## config.mk

```make
export PLATFORM = sky130hd
export DESIGN_NAME = hsv_to_rgb_converter
export DESIGN_NICKNAME = d
export VERILOG_FILES = /design/src/sv/hsv_pkg.sv /design/src/sv/hsv_front.sv /design/src/sv/hsv_queue.sv /design/src/sv/hsv_back.sv /design/src/sv/hsv_to_rgb_converter.sv
export SDC_FILE = /design/constraint.sdc
export NUM_CORES = 2
export LEC_CHECK = 0
export BUFFER_PORTS_ARGS = -buffer_cell sky130_fd_sc_hd__buf_2
export CORE_MARGIN = 2
export CORE_UTILIZATION = 35
export DETAILED_ROUTE_END_ITERATION = 8
export PLACE_DENSITY_LB_ADDON = 0.1
export SLEW_MARGIN = 10
export SYNTH_ARGS = -nofsm -noshare
export SYNTH_HDL_FRONTEND = slang
export SYNTH_HIERARCHICAL = 1
export SYNTH_SLANG_ARGS = --single-unit
```

## constraint.sdc

```tcl
create_clock -name clk_i -period 9.2 [get_ports clk_i]
set_clock_uncertainty 0.15 [all_clocks]
set_input_delay 0.46 -clock clk_i [delete_from_list [all_inputs] [get_ports clk_i]]
set_output_delay 0.46 -clock clk_i [all_outputs]
set_load 0.1 [all_outputs]
```

## src/sv/hsv_pkg.sv

```systemverilog
`timescale 1ns / 1ps
// ----------------------------------------------------------------------------
// hsv_pkg: shared types and constants for the HSV to RGB converter
// Word formats, hue sector codes and the fixed-point scaling constants.
// ----------------------------------------------------------------------------
package hsv_pkg;

  typedef struct packed {
    logic [8:0] hue_deg;
    logic [6:0] sat_pct;
    logic [6:0] val_pct;
  } hsv_in_t;

  typedef struct packed {
    logic [7:0] red;
    logic [7:0] green;
    logic [7:0] blue;
  } hsv_out_t;

  // 60-degree hue sectors; the two unused codes fall into the last sector
  typedef enum logic [2:0] {
    SEC_RED_YEL = 3'd0,
    SEC_YEL_GRN = 3'd1,
    SEC_GRN_CYN = 3'd2,
    SEC_CYN_BLU = 3'd3,
    SEC_BLU_MAG = 3'd4,
    SEC_MAG_RED = 3'd5
  } sector_e;

  // classified word handed from front to back
  typedef struct packed {
    sector_e    sector;
    logic [5:0] k;      // 60 - |(H mod 120) - 60|, 0..60
    logic [6:0] sat;    // clipped to 0..100
    logic [6:0] val;    // clipped to 0..100
  } hsv_cls_t;

  localparam logic [8:0] HUE_FULL   = 9'd360;
  localparam logic [8:0] HUE_60     = 9'd60;
  localparam logic [8:0] HUE_120    = 9'd120;
  localparam logic [8:0] HUE_180    = 9'd180;
  localparam logic [8:0] HUE_240    = 9'd240;
  localparam logic [8:0] HUE_300    = 9'd300;
  localparam logic [5:0] SECTOR_DEG = 6'd60;
  localparam logic [6:0] PCT_FULL   = 7'd100;

  // Channels are in units of 1/600000. byte = floor(17*fix/40000)
  // = floor(floor(17*fix/64)/625); the divide by 625 is a reciprocal multiply
  // that is exact for the 18-bit range used here.
  localparam logic [4:0]  CHAN_MUL    = 5'd17;
  localparam int          PRE_SHIFT   = 6;
  localparam logic [17:0] RECIP_625   = 18'd214749;
  localparam int          RECIP_SHIFT = 27;

endpackage

```

## src/sv/hsv_front.sv

```systemverilog
`timescale 1ns / 1ps
// ----------------------------------------------------------------------------
// hsv_front: input stage
// Accepts a word, wraps the hue, clips saturation and value, finds the hue
// sector and ramp weight, and holds the result until the queue takes it.
// ----------------------------------------------------------------------------
module hsv_front (
  input  logic             clk_i,
  input  logic             rst_ni,
  input  logic             in_valid_i,
  output logic             in_stall_o,
  input  hsv_pkg::hsv_in_t in_data_i,
  output logic             push_o,
  output hsv_pkg::hsv_cls_t push_data_o,
  input  logic             full_i
);
  import hsv_pkg::*;

  logic       valid_q, valid_d;
  hsv_cls_t   cls_q, cls_d;
  logic       accept;
  logic [8:0] hue_wrap;
  logic [8:0] base;
  logic [8:0] offs;
  logic [5:0] offs6;
  sector_e    sector;

  assign in_stall_o = valid_q && full_i;
  assign accept     = in_valid_i && !in_stall_o;
  assign push_o     = valid_q && !full_i;

  always_comb begin
    hue_wrap = (in_data_i.hue_deg >= HUE_FULL) ? in_data_i.hue_deg - HUE_FULL
                                               : in_data_i.hue_deg;
    if (hue_wrap < HUE_60) begin
      sector = SEC_RED_YEL; base = 9'd0;
    end else if (hue_wrap < HUE_120) begin
      sector = SEC_YEL_GRN; base = HUE_60;
    end else if (hue_wrap < HUE_180) begin
      sector = SEC_GRN_CYN; base = HUE_120;
    end else if (hue_wrap < HUE_240) begin
      sector = SEC_CYN_BLU; base = HUE_180;
    end else if (hue_wrap < HUE_300) begin
      sector = SEC_BLU_MAG; base = HUE_240;
    end else begin
      sector = SEC_MAG_RED; base = HUE_300;
    end
    offs  = hue_wrap - base;
    offs6 = offs[5:0];

    cls_d.sector = sector;
    // rising ramp in even sectors, falling in odd ones
    cls_d.k   = sector[0] ? SECTOR_DEG - offs6 : offs6;
    cls_d.sat = (in_data_i.sat_pct > PCT_FULL) ? PCT_FULL : in_data_i.sat_pct;
    cls_d.val = (in_data_i.val_pct > PCT_FULL) ? PCT_FULL : in_data_i.val_pct;
  end

  assign valid_d = accept || (valid_q && !push_o);

  always_ff @(posedge clk_i or negedge rst_ni) begin
    if (!rst_ni) begin
      valid_q <= 1'b0;
    end else begin
      valid_q <= valid_d;
    end
  end

  always_ff @(posedge clk_i) begin
    if (accept) begin
      cls_q <= cls_d;
    end
  end

  assign push_data_o = cls_q;

endmodule

```

## src/sv/hsv_queue.sv

```systemverilog
`timescale 1ns / 1ps
// ----------------------------------------------------------------------------
// hsv_queue: two-entry queue between front and back
// Lets the front keep taking words while the back is held by its receiver.
// ----------------------------------------------------------------------------
module hsv_queue (
  input  logic              clk_i,
  input  logic              rst_ni,
  input  logic              push_i,
  input  hsv_pkg::hsv_cls_t push_data_i,
  output logic              full_o,
  input  logic              pop_i,
  output logic              empty_o,
  output hsv_pkg::hsv_cls_t pop_data_o
);
  import hsv_pkg::*;

  hsv_cls_t   mem_q [2];
  logic       wr_ptr_q, wr_ptr_d;
  logic       rd_ptr_q, rd_ptr_d;
  logic [1:0] count_q, count_d;

  assign full_o     = count_q == 2'd2;
  assign empty_o    = count_q == 2'd0;
  assign pop_data_o = mem_q[rd_ptr_q];

  always_comb begin
    wr_ptr_d = push_i ? ~wr_ptr_q : wr_ptr_q;
    rd_ptr_d = pop_i  ? ~rd_ptr_q : rd_ptr_q;
    count_d  = count_q;
    if (push_i && !pop_i) begin
      count_d = count_q + 2'd1;
    end else if (pop_i && !push_i) begin
      count_d = count_q - 2'd1;
    end
  end

  always_ff @(posedge clk_i or negedge rst_ni) begin
    if (!rst_ni) begin
      wr_ptr_q <= 1'b0;
      rd_ptr_q <= 1'b0;
      count_q  <= 2'd0;
    end else begin
      wr_ptr_q <= wr_ptr_d;
      rd_ptr_q <= rd_ptr_d;
      count_q  <= count_d;
    end
  end

  always_ff @(posedge clk_i) begin
    if (push_i) begin
      mem_q[wr_ptr_q] <= push_data_i;
    end
  end

endmodule

```

## src/sv/hsv_back.sv

```systemverilog
`timescale 1ns / 1ps
// ----------------------------------------------------------------------------
// hsv_back: arithmetic pipeline
// Four stages: s*v and v*(100-s), then chroma / ramp / offset, then channel
// select and pre-scale, then the divide by 625 into the output register.
// ----------------------------------------------------------------------------
module hsv_back (
  input  logic              clk_i,
  input  logic              rst_ni,
  input  logic              empty_i,
  input  hsv_pkg::hsv_cls_t pop_data_i,
  output logic              pop_o,
  output logic              out_valid_o,
  input  logic              out_stall_i,
  output hsv_pkg::hsv_out_t out_data_o
);
  import hsv_pkg::*;

  logic en;

  // stage 1
  logic       s1_valid_q;
  sector_e    s1_sector_q;
  logic [5:0] s1_k_q;
  logic [13:0] s1_sv_q, s1_sv_d;
  logic [13:0] s1_m0_q, s1_m0_d;

  // stage 2
  logic       s2_valid_q;
  sector_e    s2_sector_q;
  logic [19:0] s2_c_q, s2_c_d;
  logic [19:0] s2_x_q, s2_x_d;
  logic [19:0] s2_m_q, s2_m_d;

  // stage 3
  logic        s3_valid_q;
  logic [17:0] s3_n_q [3];
  logic [17:0] s3_n_d [3];
  logic [19:0] ch [3];
  logic [19:0] fix [3];
  logic [23:0] scaled [3];

  // output stage
  logic        out_valid_q;
  hsv_out_t    out_q, out_d;
  logic [35:0] prod [3];
  logic [7:0]  byte_v [3];

  assign en          = !out_valid_q || !out_stall_i;
  assign pop_o       = en && !empty_i;
  assign out_valid_o = out_valid_q;
  assign out_data_o  = out_q;

  always_comb begin
    s1_sv_d = 14'(pop_data_i.sat) * 14'(pop_data_i.val);
    s1_m0_d = 14'(pop_data_i.val) * 14'(PCT_FULL - pop_data_i.sat);

    s2_c_d = 20'(s1_sv_q) * 20'(SECTOR_DEG);
    s2_x_d = 20'(s1_sv_q) * 20'(s1_k_q);
    s2_m_d = 20'(s1_m0_q) * 20'(SECTOR_DEG);

    unique case (s2_sector_q)
      SEC_RED_YEL: begin ch[0] = s2_c_q; ch[1] = s2_x_q; ch[2] = '0;     end
      SEC_YEL_GRN: begin ch[0] = s2_x_q; ch[1] = s2_c_q; ch[2] = '0;     end
      SEC_GRN_CYN: begin ch[0] = '0;     ch[1] = s2_c_q; ch[2] = s2_x_q; end
      SEC_CYN_BLU: begin ch[0] = '0;     ch[1] = s2_x_q; ch[2] = s2_c_q; end
      SEC_BLU_MAG: begin ch[0] = s2_x_q; ch[1] = '0;     ch[2] = s2_c_q; end
      default:     begin ch[0] = s2_c_q; ch[1] = '0;     ch[2] = s2_x_q; end
    endcase

    for (int i = 0; i < 3; i++) begin
      fix[i]    = ch[i] + s2_m_q;
      scaled[i] = 24'(fix[i]) * 24'(CHAN_MUL);
      s3_n_d[i] = scaled[i][PRE_SHIFT +: 18];
      prod[i]   = 36'(s3_n_q[i]) * 36'(RECIP_625);
      byte_v[i] = prod[i][RECIP_SHIFT +: 8];
    end

    out_d.red   = byte_v[0];
    out_d.green = byte_v[1];
    out_d.blue  = byte_v[2];
  end

  always_ff @(posedge clk_i or negedge rst_ni) begin
    if (!rst_ni) begin
      s1_valid_q  <= 1'b0;
      s2_valid_q  <= 1'b0;
      s3_valid_q  <= 1'b0;
      out_valid_q <= 1'b0;
    end else if (en) begin
      s1_valid_q  <= !empty_i;
      s2_valid_q  <= s1_valid_q;
      s3_valid_q  <= s2_valid_q;
      out_valid_q <= s3_valid_q;
    end
  end

  always_ff @(posedge clk_i) begin
    if (en) begin
      s1_sector_q <= pop_data_i.sector;
      s1_k_q      <= pop_data_i.k;
      s1_sv_q     <= s1_sv_d;
      s1_m0_q     <= s1_m0_d;
      s2_sector_q <= s1_sector_q;
      s2_c_q      <= s2_c_d;
      s2_x_q      <= s2_x_d;
      s2_m_q      <= s2_m_d;
      s3_n_q      <= s3_n_d;
      out_q       <= out_d;
    end
  end

endmodule

```

## src/sv/hsv_to_rgb_converter.sv

```systemverilog
`timescale 1ns / 1ps
// ----------------------------------------------------------------------------
// hsv_to_rgb_converter: HSV to 8-bit RGB colour conversion
// Hue in degrees (wrapped mod 360), saturation and value in percent
// (clipped at 100) in; truncated 8-bit red, green and blue out.
// ----------------------------------------------------------------------------
// Usage:
//   Input channel: in_valid_i / in_stall_o with in_data_i. A word is taken
//   on a clock edge where in_valid_i is high and in_stall_o is low.
//   Output channel: out_valid_o / out_stall_i with out_data_o, one result
//   word per input word, in input order.
//   Throughput: one word per clock while the receiver keeps up.
//   An accepted word passes the front register, the queue and three back
//   stages into the output register.
//   The back pipeline advances as a whole when the output register is empty
//   or being taken.
//   When the receiver stalls, the back holds its words and the two-entry
//   queue plus the front register absorb up to three more; after that
//   in_stall_o rises. A stalled output word holds steady.
//   Reset clears all valid state; the block is ready the cycle after reset
//   is released.
// ----------------------------------------------------------------------------
module hsv_to_rgb_converter (
  input  logic              clk_i,
  input  logic              rst_ni,
  input  logic              in_valid_i,
  output logic              in_stall_o,
  input  hsv_pkg::hsv_in_t  in_data_i,
  output logic              out_valid_o,
  input  logic              out_stall_i,
  output hsv_pkg::hsv_out_t out_data_o
);
  import hsv_pkg::*;

  logic     push;
  logic     full;
  logic     pop;
  logic     empty;
  hsv_cls_t push_data;
  hsv_cls_t pop_data;

  hsv_front u_front (
    .clk_i      (clk_i),
    .rst_ni     (rst_ni),
    .in_valid_i (in_valid_i),
    .in_stall_o (in_stall_o),
    .in_data_i  (in_data_i),
    .push_o     (push),
    .push_data_o(push_data),
    .full_i     (full)
  );

  hsv_queue u_queue (
    .clk_i      (clk_i),
    .rst_ni     (rst_ni),
    .push_i     (push),
    .push_data_i(push_data),
    .full_o     (full),
    .pop_i      (pop),
    .empty_o    (empty),
    .pop_data_o (pop_data)
  );

  hsv_back u_back (
    .clk_i      (clk_i),
    .rst_ni     (rst_ni),
    .empty_i    (empty),
    .pop_data_i (pop_data),
    .pop_o      (pop),
    .out_valid_o(out_valid_o),
    .out_stall_i(out_stall_i),
    .out_data_o (out_data_o)
  );

endmodule

```

### Yosys cells after proc, flatten, opt, wreduce, memory -nomap -nowiden

Memory sizes are Yosys's and may differ from the RTL's.
Index checks and enable logic that the tools add are counted.

| operators by class | value |
|---|---|
| reductions and logical operators | 21 |
| shift-type cells | 0 |
| $add $sub $neg | 9 |
| muxes and demuxes | 17 |
| eq/ne operators | 5 |
| bitwise logic cells | 2 |
| $mul | 11 |
| order comparisons | 8 |
| divide/modulo/power cells | 0 |

Operators with widths:

| kind | number |
|---|---|
| one-hot mux 60 bit (5 select lines) | 1 |
| multiplier 18 x 18 -> 35 bit (second input constant) | 3 |
| multiplier 20 x 5 -> 24 bit (second input constant) | 3 |
| adder 20 bit | 3 |
| multiplier 14 x 4 -> 18 bit (second input constant) | 2 |
| 2-to-1 mux 6 bit | 5 |
| multiplier 14 x 6 -> 20 bit | 1 |
| less-than comparator 9 x 8 -> 1 bit (second input constant) | 2 |
| > comparator 7 bit (second input constant) | 2 |
| multiplier 7 x 14 -> 14 bit | 1 |
| multiplier 7 x 7 -> 14 bit | 1 |
| greater-or-equal comparator 9 bit (second input constant) | 1 |
| less-than comparator 9 x 6 -> 1 bit (second input constant) | 1 |
| less-than comparator 9 x 7 -> 1 bit (second input constant) | 1 |
| less-than comparator 9 bit (second input constant) | 1 |
| 2-to-1 mux 9 bit | 1 |
| subtractor 9 bit (second input constant) | 1 |
| 2-to-1 mux 2 bit | 4 |
| subtractor 7 x 7 -> 8 bit (first input constant) | 1 |
| logical AND 1 bit | 7 |
| zero test 1 bit | 7 |
| equality test 3 x 2 -> 1 bit (second input constant) | 2 |
| subtractor 6 bit | 1 |
| subtractor 6 bit (first input constant) | 1 |
| 14 further kinds | 20 |

| storage, ports and cells | value |
|---|---|
| logic and storage cells | 102 |
| register bits | 206 |
| bits in read-only memories | 0 |
| bits in latches | 0 |
| input bits | 27 |
| memory bits (writable) | 46 |
| output and inout bits | 26 |
| memories | 1 |

Memory list:

| name | words | width | rd ports | clocked after Yosys merged registers in | write ports | RTL line | source |
|---|---|---|---|---|---|---|---|
| u_queue.mem_q | 2 | 23 | 1 | 0 | 1 | hsv_queue.sv:18 | `hsv_cls_t mem_q [2];` |

### Depth between registers and ports, before layout

| depth | value |
|---|---|
| depth in word-level cells | 11 |
| mapped depth | 26 |
| gate-level depth less buffers | 25 |

### Modules after synthesis

Netlist, hierarchy kept.

Modules (own cells, without submodules):

| module | sequential area each (um2) | times used | area each (um2) | cells each |
|---|---|---|---|---|
| hsv_back | 5265.0 | 1 | 35923.2 | 3537 |
| hsv_queue | 1481.4 | 1 | 1949.4 | 88 |
| hsv_front | 715.7 | 1 | 1520.2 | 150 |

### Worst setup path after synthesis

No wires, ideal clock.

| timing | value |
|---|---|
| path type | register -> register |
| from | register u_back/s3_n_q[23] in the netlist's numbering |
| to | register u_back.out_q, in the netlist u_back/out_data_o[15] (data pin) |
| clock period less this slack | 5.810 ns |
| arrival time | 5.400 ns |
| library setup time | 0.260 ns |
| buffers on the path | 0 |
| data required time | 8.790 ns |
| stages on the path, launching flop included | 21 |
| path slack | 3.390 ns |
| cell sequence | edfxtp_1 ha_1 inv_1 fa_1 inv_1 fa_1 fa_1 fa_1 inv_1 fa_1 inv_1 ha_1 nand3_1 nor2_1 a221oi_1 o21ai_0 a21o_1 o41ai_2 o2111ai_2 a21oi_2 xnor2_1 |

RTL lines:

| item | RTL line | source |
|---|---|---|
| start, declared | hsv_back.sv:37 | `logic [17:0] s3_n_q [3];` |
| start signal, assigned | hsv_back.sv:108 | `s3_n_q <= s3_n_d;` |
| end signal, assigned | hsv_back.sv:109 | `out_q <= out_d;` |
| end, declared | hsv_back.sv:45 | `hsv_out_t out_q, out_d;` |

==> reports/metrics.cfg <==
[drt]
wirelength_um = 85400
routedWlPerCell_um = 15.9
drt_iter0_drc = 986
drtAntennaViolNets = 0
vias_per_cell = 4.61
drc = 0
drt_first_pass_iters = 5
via_count = 24800

[floorplanning]
pin_count = 53
dieArea_um2 = 115000
rows = 123
dieHeight_um = 339
core_region_area_um2 = 112000
fp.dieW_um = 339
start_util_pct = 35.2

[clocking]
clock-sinks = 250
cts_buffer_depth = 3
cts_setup_buffers = 0
cts_root_buf = clkbuf_16
cts_buffers = 36
h-tree-depth = 2
cts_tree = done
path_clk_slew_ps = 60
clk_latency_ps = 580

[timing]
hold_viol = 0
timing.final.crit_share_pct = 69.7
max_freq_ghz = 0.156
tns_ps = 0
finalCriticalPeriod_ps = 6410
slew_headroom_pct = 22.0
report.final.slew_viol_count = 0
worst_slew_pin_slew_ps = 1170
setup_viol = 0
rsz0062_at_grt = false

[critical_path]
cp.arrival_ps = 6590
max_stage_delay_ps = 710
crit_family = adder cells
crit_top_cell = inv_1
worstPathRequired_ps = 9370
critPathMaxFanout = 14
slowest_stage = dfrtp_1
path_cells = buf_4 -> mux2_4 -> inv_1 -> ha_1 -> nor2b_1 -> o31ai_1 -> xor2_1 -> nand2_1 -> fa_1 -> fa_1 -> inv_1 -> fa_1 -> inv_1 -> fa_1 -> inv_1 -> ha_1 -> inv_1 -> o21bai_1 -> a21oi_1 -> o21bai_1 -> a21oi_1 -> o21ai_0 -> xnor2_1
cp-start-kind = flip-flop
worst-path-stages = 23
crit_buf_inv = 6
crit_path_end_kind = flip-flop
worst-setup-path-type = flip-flop to flip-flop
r2r_cells = 23

[logic_synthesis]
yosysUniqueCellTypes = 86
synth_top_area_share_pct = 27.5
synthTopCellsByArea = fa_1 (28%), ha_1 (22%), edfxtp_1 (18%)
netlist_area_um2 = 39400
synthCells = 3775
synth-seq-cells = 250
ys_warn_count = 6
synth_area_per_cell_um2 = 10.4
postSynth.asyncResetShare_pct = 3.60
synth_fp_nets = 5048
ys_seq_area_share_pct = 18.9
yosysTopAreaCell = fa_1
synth_edf_count = 241
synth_top_flop_cell = edfxtp_1

[worst_hold_path]
whs_path_depth = 2
hp-class = input pin to flip-flop

[layout]
multi_input_area_um2 = 28400
final_common_cell = inv_1
area_growth_syn_to_layout_pct = 8.68
mostFrequentLayoutCells = inv_1 (896), ha_1 (704), fa_1 (542)
fin_cells = 5373
nFillCells = 11300
seq_area_um2 = 7460
final_util_pct = 38.2
drive_gt1_share_pct = 4.75
fin_nets = 5118
diodes = 0

[global_route]
grt_max_degree = 128
grtUsageMet1_pct = 21.2
overflow = 0
use_met3_pct = 1.72
antenna_found_initial = 0
grt_usage_pct = 15.3
use_met2_pct = 25.9
grt_pass1_vias = 26300
top_usage_layer = met2
grt_pass1_wl_um = 141000

[placed_design]
hpwl_um = 73500
gp_congestion = 0.871
place_inst = 5294
io_buffer_count = 52

[run]
max_cap_violations = 0

[status]
status = finished clean

-- stage by stage --
stage               hold slack (ps)  setup slack [ps]  instance area (um2)
floorplan                      14.4              3390                39400
global placement                176              2740                41400
detailed placement              174              2580                41400
CTS                            6.88              2560                42800
global route                   27.4              2330                42800
finish                         41.7              2790                42800
-- path summary, 6_finish.rpt --
kind                                          from                endpoint  slack (ps)
setup reg to reg                  u_queue/rd_ptr_q      u_back/s1_m0_q[13]        2790
min in group asynchronous                   rst_ni      u_back/out_valid_o         140
hold / removal                        in_data_i[9]  u_front/push_data_o[9]          40
setup / recovery                  u_queue/rd_ptr_q      u_back/s1_m0_q[13]        2790
max in group asynchronous                   rst_ni        u_queue/rd_ptr_q        8580
hold reg to reg            u_front/push_data_o[10]    u_queue/mem_q[0][10]         290
-- flip-flops by register name (all words and copies together) (netlist names), 2 cells and up --
name	cells
u_back/s3_n_q	54
u_queue/mem_q	46
u_back/out_data_o	24
u_front/push_data_o	23
u_back/s2_x_q	20
u_back/s2_m_q	18
u_back/s2_c_q	17
u_back/s1_sv_q	14
u_back/s1_m0_q	13
u_back/s1_k_q	6
u_back/s1_sector_q	3
u_back/s2_sector_q	3
u_queue/count_q	2
-- kinds of logic (layout without fill, tap and decap cells) --
group / Yosys count / count (layout) / share of synthesized area [%]
buffers and inverters: 936 / 1034 / 9.06
AOI/OAI and AO/OA: 510 / 510 / 8.89
muxes: 30 / 30 / 1.04
DFF: 250 / 250 / 18.9
and+or+nand+nor: 597 / 597 / 7.54
adders and majority gates: 1246 / 1246 / 49.9
xor gates and xnor gates: 206 / 206 / 4.62
-- final cells by class --
class,count,area share [%]
clock inverter,28,0.862
clock buffer,38,2.12
inverter,896,7.86
tap,1500,4.38
sequential,250,17.4
multi-input combinational,2589,66.3
timing repair buffer,72,1.06
-- layer usage --
layer / part of all wire [%] / wire length (um) / vias to the layer above
met1: 49 / 41500 / 12000
met4: 1.6 / 1380 / 0
met3: 2.3 / 1960 / 74
met2: 48 / 40600 / 202
met5: 0 / 0 / -
li1: - / - / 12500
-- synth_stat cells, types with 4 or more instances --
library cell and instances:
inv_1 896, nor4_1 4, o21a_1 23, clkbuf_1 32
or3_1 11, and2_1 82, edfxtp_1 241, ha_1 704
dfrtp_1 9, xor2_1 58, o21bai_1 27, mux2_4 20
or2_2 10, o41ai_1 4, nor2_1 128, o211ai_1 12
nand2b_1 29, fa_1 542, a221o_1 4, o31ai_1 9
mux2_2 7, a21oi_1 139, nor4b_1 4, o211a_1 4
nand2_1 170, o311ai_0 4, xnor2_1 146, a2111oi_0 5
nor2b_1 31, o21ai_0 78, o21ai_1 5, o31a_1 5
a22o_1 52, nor3b_1 6, nor3_1 38, and3_1 19
a31oi_1 11, a221oi_1 4, a21o_1 63, nand4_1 11
a211oi_1 18, nand3_1 40
-- repair_timing --
action | 4_1_cts | 5_1_grt
setup endpoints to repair | 0 | 0
endpoints found under the hold margin | 21 | 0
resized for setup | 0 | 0
hold buffers | 13 | 0
Power is not shown: default switching activity piles up to over one toggle a cycle in this logic, so the estimate is an artifact.
